File: config.mk
export PLATFORM = sky130hd
export DESIGN_NAME = krsc_front
export DESIGN_NICKNAME = d
export VERILOG_FILES = /design/src/rtl/krsc_pkg.sv /design/src/rtl/krsc_front.sv
export SDC_FILE = /design/constraint.sdc
export NUM_CORES = 1
export LEC_CHECK = 0
export BUFFER_PORTS_ARGS = -buffer_cell sky130_fd_sc_hd__buf_2
export CORE_MARGIN = 4
export CORE_UTILIZATION = 39
export DETAILED_ROUTE_END_ITERATION = 10
export GPL_TIMING_DRIVEN = 0
export PLACE_DENSITY_LB_ADDON = 0.25
export SLEW_MARGIN = 20
export SYNTH_ARGS = -nofsm -noshare
export SYNTH_HDL_FRONTEND = slang
export SYNTH_SLANG_ARGS = --single-unit
File: constraint.sdc
create_clock -name clk_i -period 8.44 [get_ports clk_i]
set_input_delay 0.844 -clock clk_i [delete_from_list [all_inputs] [get_ports clk_i]]
set_output_delay 0.844 -clock clk_i [all_outputs]
set_load 0.02 [all_outputs]
File: src/rtl/krsc_pkg.sv
// Shared types, constants and codes of the keyed running statistics calibrator.
package krsc_pkg;

  localparam int unsigned TableEntries = 64;
  localparam int unsigned IdxW = (TableEntries > 1) ? $clog2(TableEntries) : 1;
  localparam int unsigned ScanW = $clog2(TableEntries + 1);
  localparam int unsigned QueueDepth = 2;
  localparam int unsigned QPtrW = $clog2(QueueDepth);

  localparam logic [16:0] Q16One = 17'd65536;
  localparam logic [31:0] MeanFloor = 32'd3277;

  typedef enum logic [2:0] {
    ST_RECORDED = 3'd0,
    ST_DROPPED  = 3'd1,
    ST_IGNORED  = 3'd2,
    ST_FOUND    = 3'd3,
    ST_NOTFOUND = 3'd4
  } status_e;

  typedef enum logic [1:0] {
    CLS_IGNORE = 2'd0,
    CLS_RECORD = 2'd1,
    CLS_CALIB  = 2'd2
  } cls_e;

  typedef struct packed {
    logic               mode;
    logic [63:0]        action_id;
    logic [31:0]        action_sequence;
    logic               gain_valid;
    logic signed [31:0] observed_gain;
    logic signed [31:0] prior_gain;
    logic [16:0]        prior_confidence;
  } in_item_t;

  typedef struct packed {
    logic [2:0]         status;
    logic [31:0]        sample_count;
    logic signed [31:0] mean_gain;
    logic [63:0]        variance;
    logic [16:0]        stat_confidence;
    logic [30:0]        calibrated_gain;
    logic [16:0]        calibrated_confidence;
  } out_item_t;

  typedef struct packed {
    cls_e     cls;
    in_item_t item;
  } queue_item_t;

  typedef struct packed {
    logic [63:0]        id;
    logic [31:0]        seq;
    logic [31:0]        count;
    logic signed [47:0] mean;
    logic [63:0]        m2;
  } entry_t;

  typedef struct packed {
    logic        start;
    logic [63:0] dividend;
    logic [63:0] divisor;
  } div_req_t;

  typedef struct packed {
    logic        done;
    logic [63:0] quotient;
  } div_rsp_t;

endpackage

File: src/rtl/krsc_front.sv
// Input side: classifies items and holds them in a short queue for the back end.
module krsc_front (
  input  logic                 clk_i,
  input  logic                 rst_ni,
  input  logic                 in_valid_i,
  output logic                 in_ready_o,
  input  krsc_pkg::in_item_t   in_data_i,
  output logic                 q_valid_o,
  output krsc_pkg::queue_item_t q_data_o,
  input  logic                 q_pop_i
);
  import krsc_pkg::*;

  queue_item_t          fifo_q [QueueDepth];
  logic [QPtrW-1:0]     wr_q, rd_q;
  logic [QPtrW:0]       cnt_q;
  logic                 push;
  queue_item_t          entry;

  assign in_ready_o = cnt_q != (QPtrW+1)'(QueueDepth);
  assign push       = in_valid_i && in_ready_o;
  assign q_valid_o  = cnt_q != '0;
  assign q_data_o   = fifo_q[rd_q];

  always_comb begin
    entry.item = in_data_i;
    if (in_data_i.mode) begin
      entry.cls = CLS_CALIB;
    end else if (in_data_i.gain_valid) begin
      entry.cls = CLS_RECORD;
    end else begin
      entry.cls = CLS_IGNORE;
    end
  end

  always_ff @(posedge clk_i) begin
    if (push) begin
      fifo_q[wr_q] <= entry;
    end
  end

  always_ff @(posedge clk_i or negedge rst_ni) begin
    if (!rst_ni) begin
      wr_q  <= '0;
      rd_q  <= '0;
      cnt_q <= '0;
    end else begin
      if (push) begin
        wr_q <= wr_q + 1'b1;
      end
      if (q_pop_i) begin
        rd_q <= rd_q + 1'b1;
      end
      cnt_q <= cnt_q + (QPtrW+1)'(push) - (QPtrW+1)'(q_pop_i);
    end
  end

endmodule

==> results of run 1 <==
==> power by group <==
| group | switching [mW] | internal, mW | total (mW) | leakage [nW] |
|---|---|---|---|---|
| Clock | 0.643 | 0.886 | 1.53 | 0.555 |
| Sequential | 0.0823 | 2.46 | 2.55 | 3.39 |
| Combinational | 1.33 | 0.977 | 2.30 | 2.79 |
==> sequential cells by signal (all words and copies together) (netlist names) <==
| name | cells |
|---|---|
| rd_q | 1 |
| fifo_q | 360 |
| cnt_q | 2 |
| wr_q | 1 |
==> cell families (layout without fill, tap and decap cells) <==
kind of cell	after synthesis	after routing	synth area share [%]
AOI/OAI and AO/OA	2	2	0.111
muxes	180	180	17.4
and+or+nand+nor	7	7	0.295
other	0	2	0
adders and majority gates	1	1	0.0923
DFF	364	364	80.5
buffers and inverters	21	464	1.30
xor gates and xnor gates	4	4	0.259
==> final cells by class <==
class,instances,area [um2]
antenna,2,5.00
buffer,21,176
clock buffer,53,1070
clock inverter,14,67.6
fill,2876,17000
multi-input combinational,194,2480
sequential,364,10900
tap,455,569
timing repair buffer,376,2100
==> through the flow <==
stage                     setup WS (ps)  TNS [ps]  util (%)  hold WS (ps)
after CTS                          5520         0      50.5          94.8
final                              5600         0      50.6           123
after global routing               5470         0      50.6           107
after detailed placement           6010         0      47.2           547
after floorplan                    2340         0         -           479
after global placement             -773   -136170      46.4           499
==> worst max path at each step <==
stage	depth (start not counted)	slack, ps	end
finish	5	5600	q_data_o[180]
global route	5	5470	q_data_o[180]
CTS	5	5520	q_data_o[180]
detailed placement	5	6010	fifo_q[0][73]
global placement	3	-770	fifo_q[0][151]
floorplan	2	2340	fifo_q[0][0]
==> worst max-delay path, cell delays in order, from the launching register on <==
cell	delay, ps
dfrtp_1	330
buf_6	160
buf_2	290
mux2_2	410
buf_4	140
buf_2	150
==> routing by layer <==
| metal | share of wire (%) | global-route usage [%] |
|---|---|---|
| met5 | 0.12 | 0 |
| met4 | 2.4 | 4.17 |
| met3 | 11 | 6.76 |
| met2 | 47 | 22.9 |
| met1 | 40 | 16.7 |
==> layout by cell type (no fill, tap or decap), types with 2 or more instances in the layout <==
cell type  netlist  final
buf_2            9    374
edfxtp_1       360    360
mux2_2          90     90
mux2_4          90     90
clkbuf_16        0     41
clkbuf_1         0     12
buf_6           11     11
clkinv_1         0      7
buf_16           0      7
clkinv_2         0      5
dfrtp_1          4      4
buf_12           0      4
xnor2_1          3      3
diode_2          0      2
==> cells in the mapped netlist (3+ instances only) <==
master	number
xnor2_1	3
dfrtp_1	4
buf_6	11
mux2_2	90
buf_2	9
mux2_4	90
edfxtp_1	360
==> flow_metrics.tcl, run 1 <==
set metrics [dict create \
    outcome "finished clean" \
    seq_area_frac_synth_pct 80.5 \
    final_cells 1479 \
    port_buffers 365 \
    synth_edf_count 360 \
    placed_area_um2 16200 \
    clk_pin_slew_ps 60 \
    clkLatencyLatePin_ps 520 \
    ys_top_cells_by_area "edfxtp_1 (80%), mux2_4 (10%), mux2_2 (7.5%)" \
    synthCells 579 \
    max_cap_violations 0 \
    die_width_um 194 \
    dpl.cell_count 1410 \
    async_flop_share_pct 1.10 \
    max_freq_mhz 352 \
    grt_start_max_net_pins 51 \
    worstPathArrival_ps 2000 \
    grt-ovfl-total 0 \
    power_mw 6.38 \
    rows 68 \
    skew_ps 7.24 \
    syn_to_final_growth_pct 28.2 \
    wl_per_cell_um 18.8 \
    synth_top_cell_area_share_pct 79.8 \
    r2r_start "cnt_q[0]" \
    drt_pass1_iterations 4 \
    antenna_found_initial 6 \
    yosysTopAreaCell "edfxtp_1" \
    clockRootBuffer "clkbuf_16" \
    startpoint_type "flop" \
    r2r_cells 5 \
    p_leak_nw 6.74 \
    rsz0062_at_grt "false" \
    stdcell_area_um2 17400 \
    h-tree-depth 2 \
    cts_tree "yes" \
    grt_pass1_wl_um 41600 \
    gp_congestion 0.735 \
    cp_max_fo 10 \
    cts-buffers-inserted 39 \
    io_pins 366 \
    start_util_pct 39.4 \
    grt_pass1_vias 7264 \
    drive_gt1_share_pct 61.5 \
    crit_required_ps 7600 \
    coreArea_um2 34400 \
    wirelength_um 27800 \
    ys.flop_type "edfxtp_1" \
    post_cts_resized 0 \
    pwr_density_cell_nw_per_um2 367 \
    nNetsFinal 1180 \
    slew_headroom_pct 55.9 \
    synth-seq-cells 364 \
    reg2reg_slack_ps 6440 \
    holdCritPathClass "primary input to async pin" \
    period_needed_ps 2840 \
    path_class "flop to primary output" \
    synthesis.nets 763 \
    worst_pin_slew_ps 662 \
    synth-warning-count 0 \
    r2r_end "fifo_q[0][87]" \
    avgViaCountPerCell 4.59 \
    cts_hold_buffers 0 \
    cts_sinks 364 \
    cts.path.max_buffers 3 \
    grtUsageTotal_pct 14.1 \
    vdd_drop_max_v 0.000242 \
    setup_viol 0 \
    postSynthAreaPerCell_um2 23.4 \
    chipHeight_um 194 \
    crit_path_start "rd_q" \
    fin_crit_sh_pct 33.7 \
    vias 6794 \
    drv_slew 0 \
    dp_hpwl_um 19800 \
    post_cts_buffers 0 \
    syn_area_um2 13600 \
    end_kind "primary output" \
    drt_iter0_markers 301 \
    fp.dieArea_um2 37800 \
    ys_types 19 \
    ant_nets 0 \
    drc 0 \
    final-hold-violation-count 0 \
]
No activity file was read; power rests on OpenSTA's default activity.
==> inputs of run 2 (changes only) <==
Clock period 8.44 ns to 2.65 ns, I/O delays scaled along.
==> run 2 against run 1 <==
  * Clock skew increased by 7.1 ps
  * First-iteration DRC count fell by 2.0%
  * Clock power rose to 3.3 times the previous value
  * Largest cell class unchanged
==> flow_metrics.tcl, run 2 (synthesized netlist as in run 1, its figures left out) <==
set metrics [dict create \
    r2r_cells 6 \
    path_class "flop to primary output" \
    setup_viol 0 \
    chipHeight_um 194 \
    final_common_cell "buf_2" \
    h-tree-depth 2 \
    coreArea_um2 34400 \
    skew_ps 14.4 \
    pwr-share-clk_pct 24.4 \
    end_kind "primary output" \
    reg2reg_slack_ps 610 \
    grt_pass1_vias 8335 \
    wl_per_cell_um 18.2 \
    endpoint "q_data_o[180]" \
    rsz0062_at_grt "false" \
    pwr-share-comb_pct 36.7 \
    io_pins 366 \
    crit_required_ps 2380 \
    power.switching_mw 6.70 \
    cts_tree "yes" \
    cts-buffers-inserted 40 \
    period_needed_ps 2270 \
    min_path_cells 3 \
    grt_pass1_wl_um 46800 \
    p_int_mw 14.2 \
    stdcell_area_um2 19300 \
    dpl_worst_slack_ps 590 \
    p_leak_nw 7.54 \
    ant_nets 0 \
    final-hold-violation-count 0 \
    fillers 2695 \
    rows 68 \
    drc 0 \
    utilization_pct 56.0 \
    post_cts_resized 0 \
    fin_hold_ws_ps 69.9 \
    grt-ovfl-total 0 \
    dp_hpwl_um 19900 \
    nNetsFinal 1363 \
    pwr_density_cell_nw_per_um2 1080 \
    largestRegisters "fifo_q: 360 flops, cnt_q: 2 flops" \
    die_width_um 194 \
    regMostFlops "fifo_q" \
    mostFrequentLayoutCells "buf_2 (374), edfxtp_1 (360), dlygate4sd3_1 (181), mux2_2 (90), mux2_4 (90)" \
    worst_pin_slew_ps 553 \
    cts_sinks 364 \
    syn_to_final_growth_pct 42.0 \
    clockRootBuffer "clkbuf_16" \
    outcome "finished clean" \
    grt_start_max_net_pins 47 \
    post-route-worst-setup-slack_ps 378 \
    wirelength_um 30300 \
    vdd_drop_max_v 0.000708 \
    clkLatencyLatePin_ps 520 \
    max_cap_violations 0 \
    drv_slew 0 \
    drt_pass1_iterations 4 \
    startpoint_type "flop" \
    slew_headroom_pct 63.0 \
    fp.dieArea_um2 37800 \
    holdCritPathClass "primary input to flop" \
    port_buffers 365 \
    avgViaCountPerCell 4.54 \
    gp_congestion 0.731 \
    largest_reg_flops 360 \
    r2r_end "fifo_q[0][114]" \
    vias 7543 \
    switching_share_pct 32.1 \
    placed_area_um2 16200 \
    drive_gt1_share_pct 52.6 \
    num_antenna_cells 0 \
    start_util_pct 39.4 \
    crit_path_start "rd_q" \
    drt_iter0_markers 295 \
    power_frac_seq_pct 38.9 \
    clk_pin_slew_ps 60 \
    max_freq_mhz 440 \
    cp_max_fo 10 \
    antenna_found_initial 0 \
    cts.path.max_buffers 3 \
    worstPathArrival_ps 2010 \
    grtUsageTotal_pct 15.6 \
    fin_crit_sh_pct 85.7 \
    r2r_start "cnt_q[0]" \
]
## run 2: changes by cell type in the layout (fill, tap and decap cells not counted), moves of 2 or more
cell           change
dlygate4sd3_1    +181
bufinv_16          +2
diode_2            -2
buf_12             +5
clkinv_2           +2
buf_16             -4
## run 2: worst min path at each step
stage	start	to	slack, ps
detailed placement	rst_ni	wr_q	80
global route	in_valid_i	wr_q	80
floorplan	rst_ni	cnt_q[0]	-30
CTS	in_valid_i	wr_q	50
finish	in_valid_i	wr_q	70
global placement	rst_ni	wr_q	80
## run 2: stage by stage
stage                     std cells  TNS (ps)  power, mW
after floorplan                 579   -294320       13.3
after global placement         1399   -822060       15.6
after detailed placement       1411         0       15.8
after CTS                      1662         0       21.1
after global routing           1662         0       21.8
final                          1662         0       20.9
## run 2: per-layer routing
metal	vias up	GRT usage, %	wire (um)
met5	-	0	0
met4	0	4.69	761
met3	54	6.15	2780
met2	288	26.3	14800
met1	3677	18.7	12000
li1	3524	-	-
## run 2: final cells by class
type | count | area [um2] | area share [%]
sequential | 364 | 10900 | 56.7
timing repair buffer | 558 | 3900 | 20.3
tap | 455 | 569 | 2.96
clock inverter | 16 | 126 | 0.656
buffer | 21 | 176 | 0.916
clock buffer | 54 | 1070 | 5.58
multi-input combinational | 194 | 2490 | 13.0
## run 2: timing repair
action / CTS / global route
endpoints found under the hold margin: 363 / 0
buffers inserted: 0 / 0
hold buffers: 181 / 0
setup endpoints to repair: 0 / 0
## run 2: worst max-delay path, cell delays in order (launching register included)
cell	delay (ps)
dfrtp_1	330
buf_6	160
buf_2	290
mux2_2	390
buf_4	130
buf_2	170
## run 2: power groups by stage
stage                     Combinational, mW  Sequential (mW)  Clock, mW
after floorplan                        4.97             8.30          0
after global placement                 7.20             8.43          0
after detailed placement               7.52             8.24          0
after CTS                              7.77             8.13       5.22
after global routing                   8.12             8.23       5.50
final                                  7.65             8.12       5.09
