## src/rtl/krsc_pkg.sv

```systemverilog
// Shared types, constants and codes of the keyed running statistics calibrator.
package krsc_pkg;

  localparam int unsigned TableEntries = 64;
  localparam int unsigned IdxW = (TableEntries > 1) ? $clog2(TableEntries) : 1;
  localparam int unsigned ScanW = $clog2(TableEntries + 1);
  localparam int unsigned QueueDepth = 2;
  localparam int unsigned QPtrW = $clog2(QueueDepth);

  localparam logic [16:0] Q16One = 17'd65536;
  localparam logic [31:0] MeanFloor = 32'd3277;

  typedef enum logic [2:0] {
    ST_RECORDED = 3'd0,
    ST_DROPPED  = 3'd1,
    ST_IGNORED  = 3'd2,
    ST_FOUND    = 3'd3,
    ST_NOTFOUND = 3'd4
  } status_e;

  typedef enum logic [1:0] {
    CLS_IGNORE = 2'd0,
    CLS_RECORD = 2'd1,
    CLS_CALIB  = 2'd2
  } cls_e;

  typedef struct packed {
    logic               mode;
    logic [63:0]        action_id;
    logic [31:0]        action_sequence;
    logic               gain_valid;
    logic signed [31:0] observed_gain;
    logic signed [31:0] prior_gain;
    logic [16:0]        prior_confidence;
  } in_item_t;

  typedef struct packed {
    logic [2:0]         status;
    logic [31:0]        sample_count;
    logic signed [31:0] mean_gain;
    logic [63:0]        variance;
    logic [16:0]        stat_confidence;
    logic [30:0]        calibrated_gain;
    logic [16:0]        calibrated_confidence;
  } out_item_t;

  typedef struct packed {
    cls_e     cls;
    in_item_t item;
  } queue_item_t;

  typedef struct packed {
    logic [63:0]        id;
    logic [31:0]        seq;
    logic [31:0]        count;
    logic signed [47:0] mean;
    logic [63:0]        m2;
  } entry_t;

  typedef struct packed {
    logic        start;
    logic [63:0] dividend;
    logic [63:0] divisor;
  } div_req_t;

  typedef struct packed {
    logic        done;
    logic [63:0] quotient;
  } div_rsp_t;

endpackage

```

## src/rtl/krsc_div.sv

```systemverilog
// Radix-2 restoring divider, 64-bit unsigned, one quotient bit per cycle.
module krsc_div (
  input  logic               clk_i,
  input  logic               rst_ni,
  input  krsc_pkg::div_req_t req_i,
  output krsc_pkg::div_rsp_t rsp_o
);
  import krsc_pkg::*;

  logic        busy_q, done_q;
  logic [5:0]  cnt_q;
  logic [63:0] rem_q, quo_q, dvs_q;
  logic [64:0] rem_sh;
  logic        ge;

  assign rem_sh = {rem_q, quo_q[63]};
  assign ge     = rem_sh >= {1'b0, dvs_q};

  assign rsp_o.done     = done_q;
  assign rsp_o.quotient = quo_q;

  always_ff @(posedge clk_i) begin
    if (req_i.start) begin
      quo_q <= req_i.dividend;
      dvs_q <= req_i.divisor;
      rem_q <= '0;
    end else if (busy_q) begin
      rem_q <= ge ? 64'(rem_sh - {1'b0, dvs_q}) : rem_sh[63:0];
      quo_q <= {quo_q[62:0], ge};
    end
  end

  always_ff @(posedge clk_i or negedge rst_ni) begin
    if (!rst_ni) begin
      busy_q <= 1'b0;
      done_q <= 1'b0;
      cnt_q  <= '0;
    end else begin
      done_q <= 1'b0;
      if (req_i.start) begin
        busy_q <= 1'b1;
        cnt_q  <= '0;
      end else if (busy_q) begin
        cnt_q <= cnt_q + 1'b1;
        if (cnt_q == 6'd63) begin
          busy_q <= 1'b0;
          done_q <= 1'b1;
        end
      end
    end
  end

  a_start_idle: assert property (@(posedge clk_i) disable iff (!rst_ni)
    req_i.start |-> !busy_q) else $error("divider started while busy");
  a_done_after_busy: assert property (@(posedge clk_i) disable iff (!rst_ni)
    done_q |-> $past(busy_q) && !busy_q) else $error("divider done without a run");

endmodule

```

## config.mk

```make
export PLATFORM = sky130hd
export DESIGN_NAME = krsc_div
export DESIGN_NICKNAME = d
export VERILOG_FILES = /design/src/rtl/krsc_pkg.sv /design/src/rtl/krsc_div.sv
export SDC_FILE = /design/constraint.sdc
export NUM_CORES = 1
export LEC_CHECK = 0
export BUFFER_PORTS_ARGS = -buffer_cell sky130_fd_sc_hd__buf_4
export CAP_MARGIN = 20
export CELL_PAD_IN_SITES_DETAIL_PLACEMENT = 2
export CELL_PAD_IN_SITES_GLOBAL_PLACEMENT = 2
export CORE_ASPECT_RATIO = 0.9
export CORE_UTILIZATION = 36
export DETAILED_ROUTE_END_ITERATION = 10
export PLACE_DENSITY_LB_ADDON = 0.1
export SYNTH_ARGS = -nofsm -noshare
export SYNTH_HDL_FRONTEND = slang
export SYNTH_SLANG_ARGS = --single-unit
```

## constraint.sdc

```tcl
create_clock -name clk_i -period 3.83 [get_ports clk_i]
set_input_delay 0.766 -clock clk_i [delete_from_list [all_inputs] [get_ports clk_i]]
set_output_delay 0.766 -clock clk_i [all_outputs]
set_load 0.01 [all_outputs]
```

==> flow_metrics.tcl, run 1 <==
set metrics [dict create \
    vias 11200 \
    drt_iter0_drc 561 \
    vias_per_cell 5.63 \
    synth_ff_type "edfxtp_1" \
    core_um2 34000 \
    htreeDepth 4 \
    synth.largest_area_cell "edfxtp_1" \
    end_kind "flop" \
    hold_viol 0 \
    fin_nets 1704 \
    cap_violations 0 \
    wl_um 44100 \
    p_leak_nw 6.57 \
    synth_top_family_by_area "compound AO/OA/AOI/OAI gates" \
    die_y_um 179 \
    clk_path_buf_depth 2 \
    overflow 0 \
    use_met2 0.432 \
    synth_area_um2 12500 \
    dpl.cell_count 1947 \
    num_antenna_cells 0 \
    synth-seq-cells 200 \
    placed_area_um2 14800 \
    drc_errors 0 \
    gp_congestion 0.829 \
    grtUsageMet1 0.319 \
    r2r_start "quo_q[63]" \
    setup_slack_ns 0.121 \
    setup_viol 0 \
    ioPinCount 196 \
    worst_pin_slew_ns 0.792 \
    synthTopCellsByArea "edfxtp_1 (31%), dfxtp_1 (10%), ha_1 (6.5%), mux2_2 (5.9%), nor2_1 (3.6%)" \
    min_period_ns 3.71 \
    grt_max_degree 65 \
    crit_fanout 4 \
    design_area_um2 15600 \
    cpMaxStageDelayCell "fa_1" \
    layout_common_cells "buf_4 (261), edfxtp_1 (128), nor2_1 (121)" \
    reg2reg_slack_ns 0.12 \
    dieArea_um2 35400 \
    area_growth_pct 24.9 \
    grt_pass1_wl_um 68500 \
    start_kind "flop" \
    fin_setup_tns_ns 0 \
    detail_route.wl_per_cell_um 22.2 \
    worst-r2r-cell-count 15 \
    antenna_found_initial 1 \
    first_pass_iters 5 \
    synth_simple_gate_area_frac 0.133 \
    powerDensity_nw_per_um2 670 \
    first_global_vias 12100 \
    slew_headroom 0.471 \
    synth.area.mux_share 0.0595 \
    slew_violations 0 \
    worst_ir_drop_vdd_uv 407 \
    numCtsBuffers 17 \
    postRouteAntennaNets 0 \
    path_clk_slew_ns 0.08 \
    synth_cell_types 74 \
    power_mw 10.4 \
    worst_clock_skew_ns 0.0192 \
    postSynthAreaPerCell_um2 9.57 \
    grt.busiest_layer "met2" \
    root_buffer "clkbuf_16" \
    cts_hold_buf 0 \
    worstPathArrival_ns 4.06 \
    worstSetupPathType "flop to flop" \
    slowest_delay_ns 0.42 \
    hold_path_class "input port to asynchronous set/reset pin" \
    final_common_cell "buf_4" \
    cp.required_ns 4.18 \
    async_reset_ff_frac 0.0400 \
    yosys_warnings 0 \
    track_usage 0.252 \
    crit_family "compound AO/OA/AOI/OAI gates" \
    cts_tree "yes" \
    drive_above_1_share 0.270 \
    die_w_um 198 \
    synth-xor-area-share 0.0422 \
    path_buf_inv 3 \
    syn_inst 1303 \
    crit_chain "inv_1, ha_1, fa_1, nand2b_1, a21oi_1, o2111ai_1, a21oi_1, a211oi_1, buf_4, o211ai_1, a31oi_1, buf_4, o41ai_1, xnor2_1, o21ai_0" \
    portBuffers 195 \
    r2r-end "rem_q[62]" \
    fmax_ghz 0.270 \
    post-place-ws_ns -0.347 \
    start_util 0.366 \
    outcome "finished clean" \
    ys_seq_area_frac 0.427 \
    num_rows 64 \
    synth_compound_area_frac 0.210 \
    synth_top_area_share 0.308 \
    synth_nets 1500 \
    clock_latency_ns 0.48 \
    dpl.hpwl_um 33100 \
    cts_num_sinks 200 \
    fin_crit_sh 0.969 \
    synth-edff-count 128 \
    final_cells 1982 \
    met3_usage 0.0552 \
    synth_fa_ha_area_frac 0.0669 \
]
-- area by class of cell --
cell class / count / area (µm²)
Fill cell: 3659 / 18500
Multi-Input combinational cell: 922 / 6540
Sequential cell: 200 / 5330
Timing Repair Buffer: 275 / 2210
Tap cell: 462 / 578
Clock buffer: 21 / 440
Inverter: 91 / 342
Clock inverter: 11 / 138
-- state kept, by name, summed over array words and instances (netlist names) --
| register | flops |
|---|---|
| dvs_q | 64 |
| quo_q | 64 |
| rem_q | 64 |
| cnt_q | 6 |
| busy_q | 1 |
| done_q | 1 |
-- cells in the mapped netlist, types with 10 or more instances --
cell,count
clkbuf_1,60
a31oi_1,11
a311oi_1,51
a211oi_1,17
buf_2,11
a21o_1,32
a21oi_1,84
edfxtp_1,128
dfxtp_1,64
xnor2_1,39
nand4_1,30
nand2_1,55
nand2b_1,10
o21ai_0,53
nand3_1,73
mux2_2,65
nor2_1,121
nor3_1,12
o211ai_1,10
o21bai_1,12
o21ai_1,49
inv_1,91
ha_1,65
and3_1,11
buf_1,10
xor2_1,21
-- routing by layer --
layer,routed length [µm],up-vias
met3,2080,47
met1,19700,5651
li1,-,5250
met2,21500,215
met5,0,-
met4,732,0
-- per-stage QoR --
step / utilization / hold WS (ns)
floorplan: - / 0.470
global placement: 0.434 / 0.490
detailed placement: 0.434 / 0.505
CTS: 0.452 / 0.0529
global route: 0.458 / 0.0780
finish: 0.458 / 0.0865
-- how the worst max path moves through the flow --
stage | startpoint | endpoint | slack [ns] | depth (start not counted)
after floorplan | dvs_q[20] | quo_q[0] | 0.38 | 14
after global placement | dvs_q[23] | rem_q[59] | -0.28 | 14
after detailed placement | dvs_q[22] | rem_q[59] | -0.35 | 14
after CTS | dvs_q[22] | rem_q[59] | 0.02 | 14
after global routing | dvs_q[21] | rem_q[59] | -0.01 | 14
final | quo_q[63] | rem_q[62] | 0.12 | 15
-- what timing repair did --
action,in CTS,in global routing
cloned,0,1
buffers inserted,0,2
endpoints found under the setup margin,8,59
pin swaps,3,12
gates resized for setup,8,29
-- power by group --
group | switching (mW) | internal [mW]
sequential | 0.342 | 2.74
clock | 0.900 | 0.980
combinational | 3.17 | 2.29
-- cell families after synthesis --
group / Yosys count
adder cells (fa/ha/maj): 66
buffers and inverters: 181
AND/OR/NAND/NOR: 350
flip-flops: 200
multiplexers: 66
AO/OA/AOI/OAI: 380
XOR/XNOR: 60
Note: power is estimated with default switching activity, not from simulation.
==> run 2, diff against run 1 <==
Settings changed: CORE_UTILIZATION 36 to 25.
==> flow_metrics.tcl, run 2 (synthesis results as in run 1) <==
set metrics [dict create \
    dpl.cell_count 2114 \
    portBuffers 195 \
    crit_chain "inv_1, ha_1, buf_4, a211oi_1, o211ai_1, a31oi_1, buf_4, o31ai_1, o21ai_1, buf_4, a211oi_1, buf_4, o2111a_1, a2111oi_2, o21ai_1, a311oi_2" \
    root_buffer "clkbuf_16" \
    worst_pin_slew_ns 0.895 \
    dpl.hpwl_um 32700 \
    path_clk_slew_ns 0.08 \
    clk_path_buf_depth 2 \
    cap_violations 0 \
    worst_ir_drop_vdd_uv 389 \
    grt_pass1_wl_um 67800 \
    crit_fanout 6 \
    worstPathArrival_ns 4.04 \
    grt_max_degree 99 \
    top_regs "dvs_q x64, quo_q x64, rem_q x64" \
    drive_above_1_share 0.267 \
    worstSetupPathType "flop to flop" \
    first_global_vias 11700 \
    p_leak_nw 6.54 \
    htreeDepth 4 \
    area_growth_pct 25.7 \
    die_w_um 237 \
    cts_num_sinks 200 \
    ioPinCount 196 \
    worst_clock_skew_ns 0.0139 \
    final_cells 2149 \
    slowest_delay_ns 0.43 \
    vias 10800 \
    cp.required_ns 4.25 \
    hold_viol 0 \
    hold_path_class "input port to asynchronous set/reset pin" \
    core_um2 49100 \
    fin_crit_sh 0.946 \
    cts_tree "yes" \
    detail_route.wl_per_cell_um 20.2 \
    track_usage 0.174 \
    clock_latency_ns 0.50 \
    final_core_util 0.319 \
    drc_errors 0 \
    start_kind "flop" \
    vias_per_cell 5.01 \
    wl_um 43500 \
    dieArea_um2 50800 \
    outcome "finished clean" \
    overflow 0 \
    die_y_um 214 \
    num_rows 77 \
    powerDensity_nw_per_um2 657 \
    layout_common_cells "buf_4 (262), edfxtp_1 (128), nor2_1 (120)" \
    fin_nets 1701 \
    power_mw 10.3 \
    slew_headroom 0.403 \
    final_common_cell "buf_4" \
    holdWs_ns 0.0686 \
    fmax_ghz 0.276 \
    cpMaxStageDelayCell "a2111oi_2" \
    rsz0062_at_grt "no" \
    slew_violations 0 \
    numCtsBuffers 17 \
    critPathMostFrequentCell "buf_4" \
    first_pass_iters 4 \
    min_period_ns 3.62 \
    gp_congestion 0.777 \
    postRouteAntennaNets 0 \
    end_kind "flop" \
    setup_viol 0 \
    drt_iter0_drc 295 \
    start_util 0.254 \
    num_antenna_cells 0 \
    antenna_found_initial 0 \
]
[run 2: cell types whose count changed in the layout (fill, tap and decap cells not counted), moves of 2 or more]
cell	before	now
bufinv_16	2	0
a2111oi_1	1	3
o21ai_1	53	51
inv_8	1	3
clkbuf_1	4	0
clkinv_8	0	3
ha_1	58	60
buf_6	3	1
[run 2: power by group]
group / internal, mW / switching (mW) / leakage, nW
Clock: 0.885 / 1.00 / 0.288
Combinational: 2.24 / 3.10 / 4.32
Sequential: 2.74 / 0.334 / 1.93
Total: 5.86 / 4.44 / 6.54
[run 2: timing repair]
action / CTS / global route
gates resized for setup: 3 / 19
hold buffers: 0 / 0
pin swaps: 0 / 6
setup endpoints to repair: 1 / 65
buffers inserted: 0 / 3
endpoints found under the hold margin: 0 / 0
[run 2: final timing paths]
kind                            startpoint        end  slack, ns  depth (start not counted)
worst min register to register   rem_q[28]  rem_q[28]       0.52                          2
max in group asynchronous           rst_ni     busy_q       3.61                          1
worst max register to register   dvs_q[20]  rem_q[59]       0.21                         16
min in group clk_i                req_i[6]   dvs_q[6]       0.44                          1
worst max-delay path             dvs_q[20]  rem_q[59]       0.21                         16
worst min-delay path                rst_ni   cnt_q[5]       0.07                          1
[run 2: layout make-up]
cell class / instances / area, µm²
inverter: 91 / 342
timing repair buffer: 272 / 2150
tap: 632 / 791
clock inverter: 14 / 144
sequential: 200 / 5330
clock buffer: 18 / 439
fill: 5449 / 33500
multi-input combinational: 922 / 6470
[run 2: metrics by stage]
stage | TNS, ns | instance area [µm²] | setup WS [ns]
after floorplan | 0 | 12500 | 0.376
after global placement | -0.0479 | 15000 | -0.0479
after detailed placement | -0.127 | 15000 | -0.127
after CTS | 0 | 15600 | 0.0236
after global routing | 0 | 15700 | 0.000590
final | 0 | 15700 | 0.207
[run 2: worst max-delay path, delay by kind of cell, from the launching register on]
kind	cells	cell delay (ns)
AO/OA/AOI/OAI	10	2.16
buffers and inverters	5	0.76
flip-flops	1	0.36
adder cells (fa/ha/maj)	1	0.26
[run 2: metal layers]
| metal | routed length (µm) | vias to the layer above | GRT usage |
|---|---|---|---|
| li1 | - | 5230 | - |
| met1 | 20800 | 5343 | 0.228 |
| met2 | 19900 | 163 | 0.280 |
| met3 | 2380 | 30 | 0.0502 |
| met4 | 454 | 0 | 0.0434 |
| met5 | 0 | - | 0 |
==> run 3, diff against run 2 <==
Settings changed: CTS_BUF_LIST from default to sky130_fd_sc_hd__clkbuf_8, GPL_TIMING_DRIVEN from default to 0.
==> flow_metrics.tcl, run 3 (synthesis results as in run 1) <==
set metrics [dict create \
    overflow 0 \
    first_global_vias 12000 \
    area_growth_pct 27.0 \
    grt_max_degree 69 \
    detail_route.wl_per_cell_um 21.1 \
    vias_per_cell 5.06 \
    slew_headroom 0.273 \
    htreeDepth 4 \
    min_period_ns 3.74 \
    path_buf_inv 5 \
    cts_num_sinks 200 \
    fin_nets 1734 \
    hold_viol 0 \
    start_util 0.254 \
    seqPwrFrac 0.310 \
    worst_pin_slew_ns 1.09 \
    vias 11000 \
    drive_above_1_share 0.279 \
    intPower_mw 5.42 \
    placed_area_um2 14800 \
    worstPathArrival_ns 4.23 \
    die_w_um 237 \
    final_core_util 0.322 \
    crit_family "compound AO/OA/AOI/OAI gates" \
    portBuffers 195 \
    final_common_cell "buf_4" \
    first_pass_iters 4 \
    ioPinCount 196 \
    design_area_um2 15800 \
    holdWs_ns 0.346 \
    crit_chain "inv_1, ha_1, nand3_1, a21oi_2, nor3_1, o211a_4, a2111oi_4, buf_4, o211ai_4, a2111oi_4, buf_4, o31ai_4, buf_6, buf_6, a2111o_1, o311ai_2" \
    worst_clock_skew_ns 0.0178 \
    slew_violations 0 \
    crit_fanout 6 \
    p_leak_nw 6.47 \
    end_kind "flop" \
    cp.required_ns 4.33 \
    clk_path_buf_depth 2 \
    start_kind "flop" \
    rsz0062_at_grt "yes" \
    worst_ir_drop_vdd_uv 275 \
    antenna_found_initial 0 \
    drt_iter0_drc 409 \
    fill_cells 5552 \
    drc_errors 0 \
    multi_input_area_um2 6760 \
    powerDensity_nw_per_um2 630 \
    wl_um 46100 \
    track_usage 0.184 \
    num_rows 77 \
    numCtsBuffers 17 \
    grt_pass1_wl_um 71100 \
    clock_latency_ns 0.58 \
    hold_path_class "input port to flop" \
    postRouteAntennaNets 0 \
    outcome "finished clean" \
    gp_congestion 0.805 \
    layout_common_cells "buf_4 (222), edfxtp_1 (128), nor2_1 (120)" \
    core_um2 49100 \
    setup_viol 0 \
    fin_crit_sh 0.976 \
    worstSetupPathType "flop to flop" \
    root_buffer "clkbuf_8" \
    clkPwrFrac 0.141 \
    slowest_delay_ns 0.44 \
    switching_share 0.457 \
    power_frac_comb 0.549 \
    die_y_um 214 \
    top_regs "dvs_q x64, quo_q x64, rem_q x64" \
    seqCellArea_um2 5330 \
    fmax_ghz 0.267 \
    cap_violations 0 \
    cts_tree "yes" \
    dpl.hpwl_um 34900 \
    path_clk_slew_ns 0.12 \
    dieArea_um2 50800 \
    p_sw_mw 4.56 \
    cpMaxStageDelayCell "a2111oi_4" \
]
run 3: worst reg2reg max path, cell delays in order, from the launching register on:
cell,delay (ns)
edfxtp_1,0.34
inv_1,0.04
ha_1,0.36
nand3_1,0.17
a21oi_2,0.24
nor3_1,0.11
o211a_4,0.28
a2111oi_4,0.34
buf_4,0.19
o211ai_4,0.11
a2111oi_4,0.45
buf_4,0.19
o31ai_4,0.10
buf_6,0.17
buf_6,0.13
a2111o_1,0.38
o311ai_2,0.07
run 3: final timing paths:
check	start	endpoint	slack [ns]	cells after the start
worst max-delay path	dvs_q[4]	rem_q[1]	0.09	16
worst min-delay path	req_i[14]	dvs_q[14]	0.35	1
worst max register to register	dvs_q[4]	rem_q[1]	0.09	16
worst min register to register	rem_q[43]	rem_q[43]	0.52	2
max in group asynchronous	rst_ni	cnt_q[1]	3.16	2
min in group asynchronous	rst_ni	done_q	0.54	2
run 3: cell type report:
class / instances / area share
Tap cell: 632 / 0.0499
Sequential cell: 200 / 0.336
Inverter: 91 / 0.0216
Clock inverter: 15 / 0.00861
Timing Repair Buffer: 228 / 0.112
Multi-Input combinational cell: 922 / 0.427
Clock buffer: 17 / 0.0148
Antenna cell: 1 / 0.000158
Buffer: 77 / 0.0296
run 3: what timing repair did:
item / 4_1_cts / 5_1_grt
hold endpoints to repair: 8 / 0
buffers inserted: 8 / 19
pin swaps: 7 / 31
resized for setup: 37 / 92
gates cloned: 0 / 2
endpoints found under the setup margin: 65 / 65
hold buffers: 1 / 0
run 3: through the flow:
| stage | setup TNS, ns | setup slack (ns) | instances | total power, mW |
|---|---|---|---|---|
| 6_report | 0 | 0.0912 | 2183 | 9.98 |
| 5_1_grt | -0.732 | -0.0458 | 2182 | 10.8 |
| 4_1_cts | -0.00905 | -0.00905 | 2168 | 9.76 |
| 3_5_place_dp | -48.61 | -1.02 | 2133 | 8.17 |
| 3_3_place_gp | -104.62 | -1.06 | 2130 | 8.05 |
| 2_1_floorplan | 0 | 0.376 | 1303 | 6.44 |
run 3: metal layers:
layer / wire length (µm) / part of all wire / global-route usage
met4: 737 / 0.016 / 0.0570
met2: 20900 / 0.45 / 0.296
met3: 2040 / 0.044 / 0.0463
met5: 0 / 0 / 0
met1: 22500 / 0.49 / 0.243
run 3: power by group through the flow:
stage / Clock (mW) / Combinational (mW) / Sequential [mW]
final: 1.41 / 5.48 / 3.09
after global routing: 1.56 / 6.05 / 3.15
after CTS: 1.51 / 5.17 / 3.08
after detailed placement: 0 / 5.05 / 3.12
after global placement: 0 / 4.94 / 3.11
after floorplan: 0 / 3.39 / 3.05
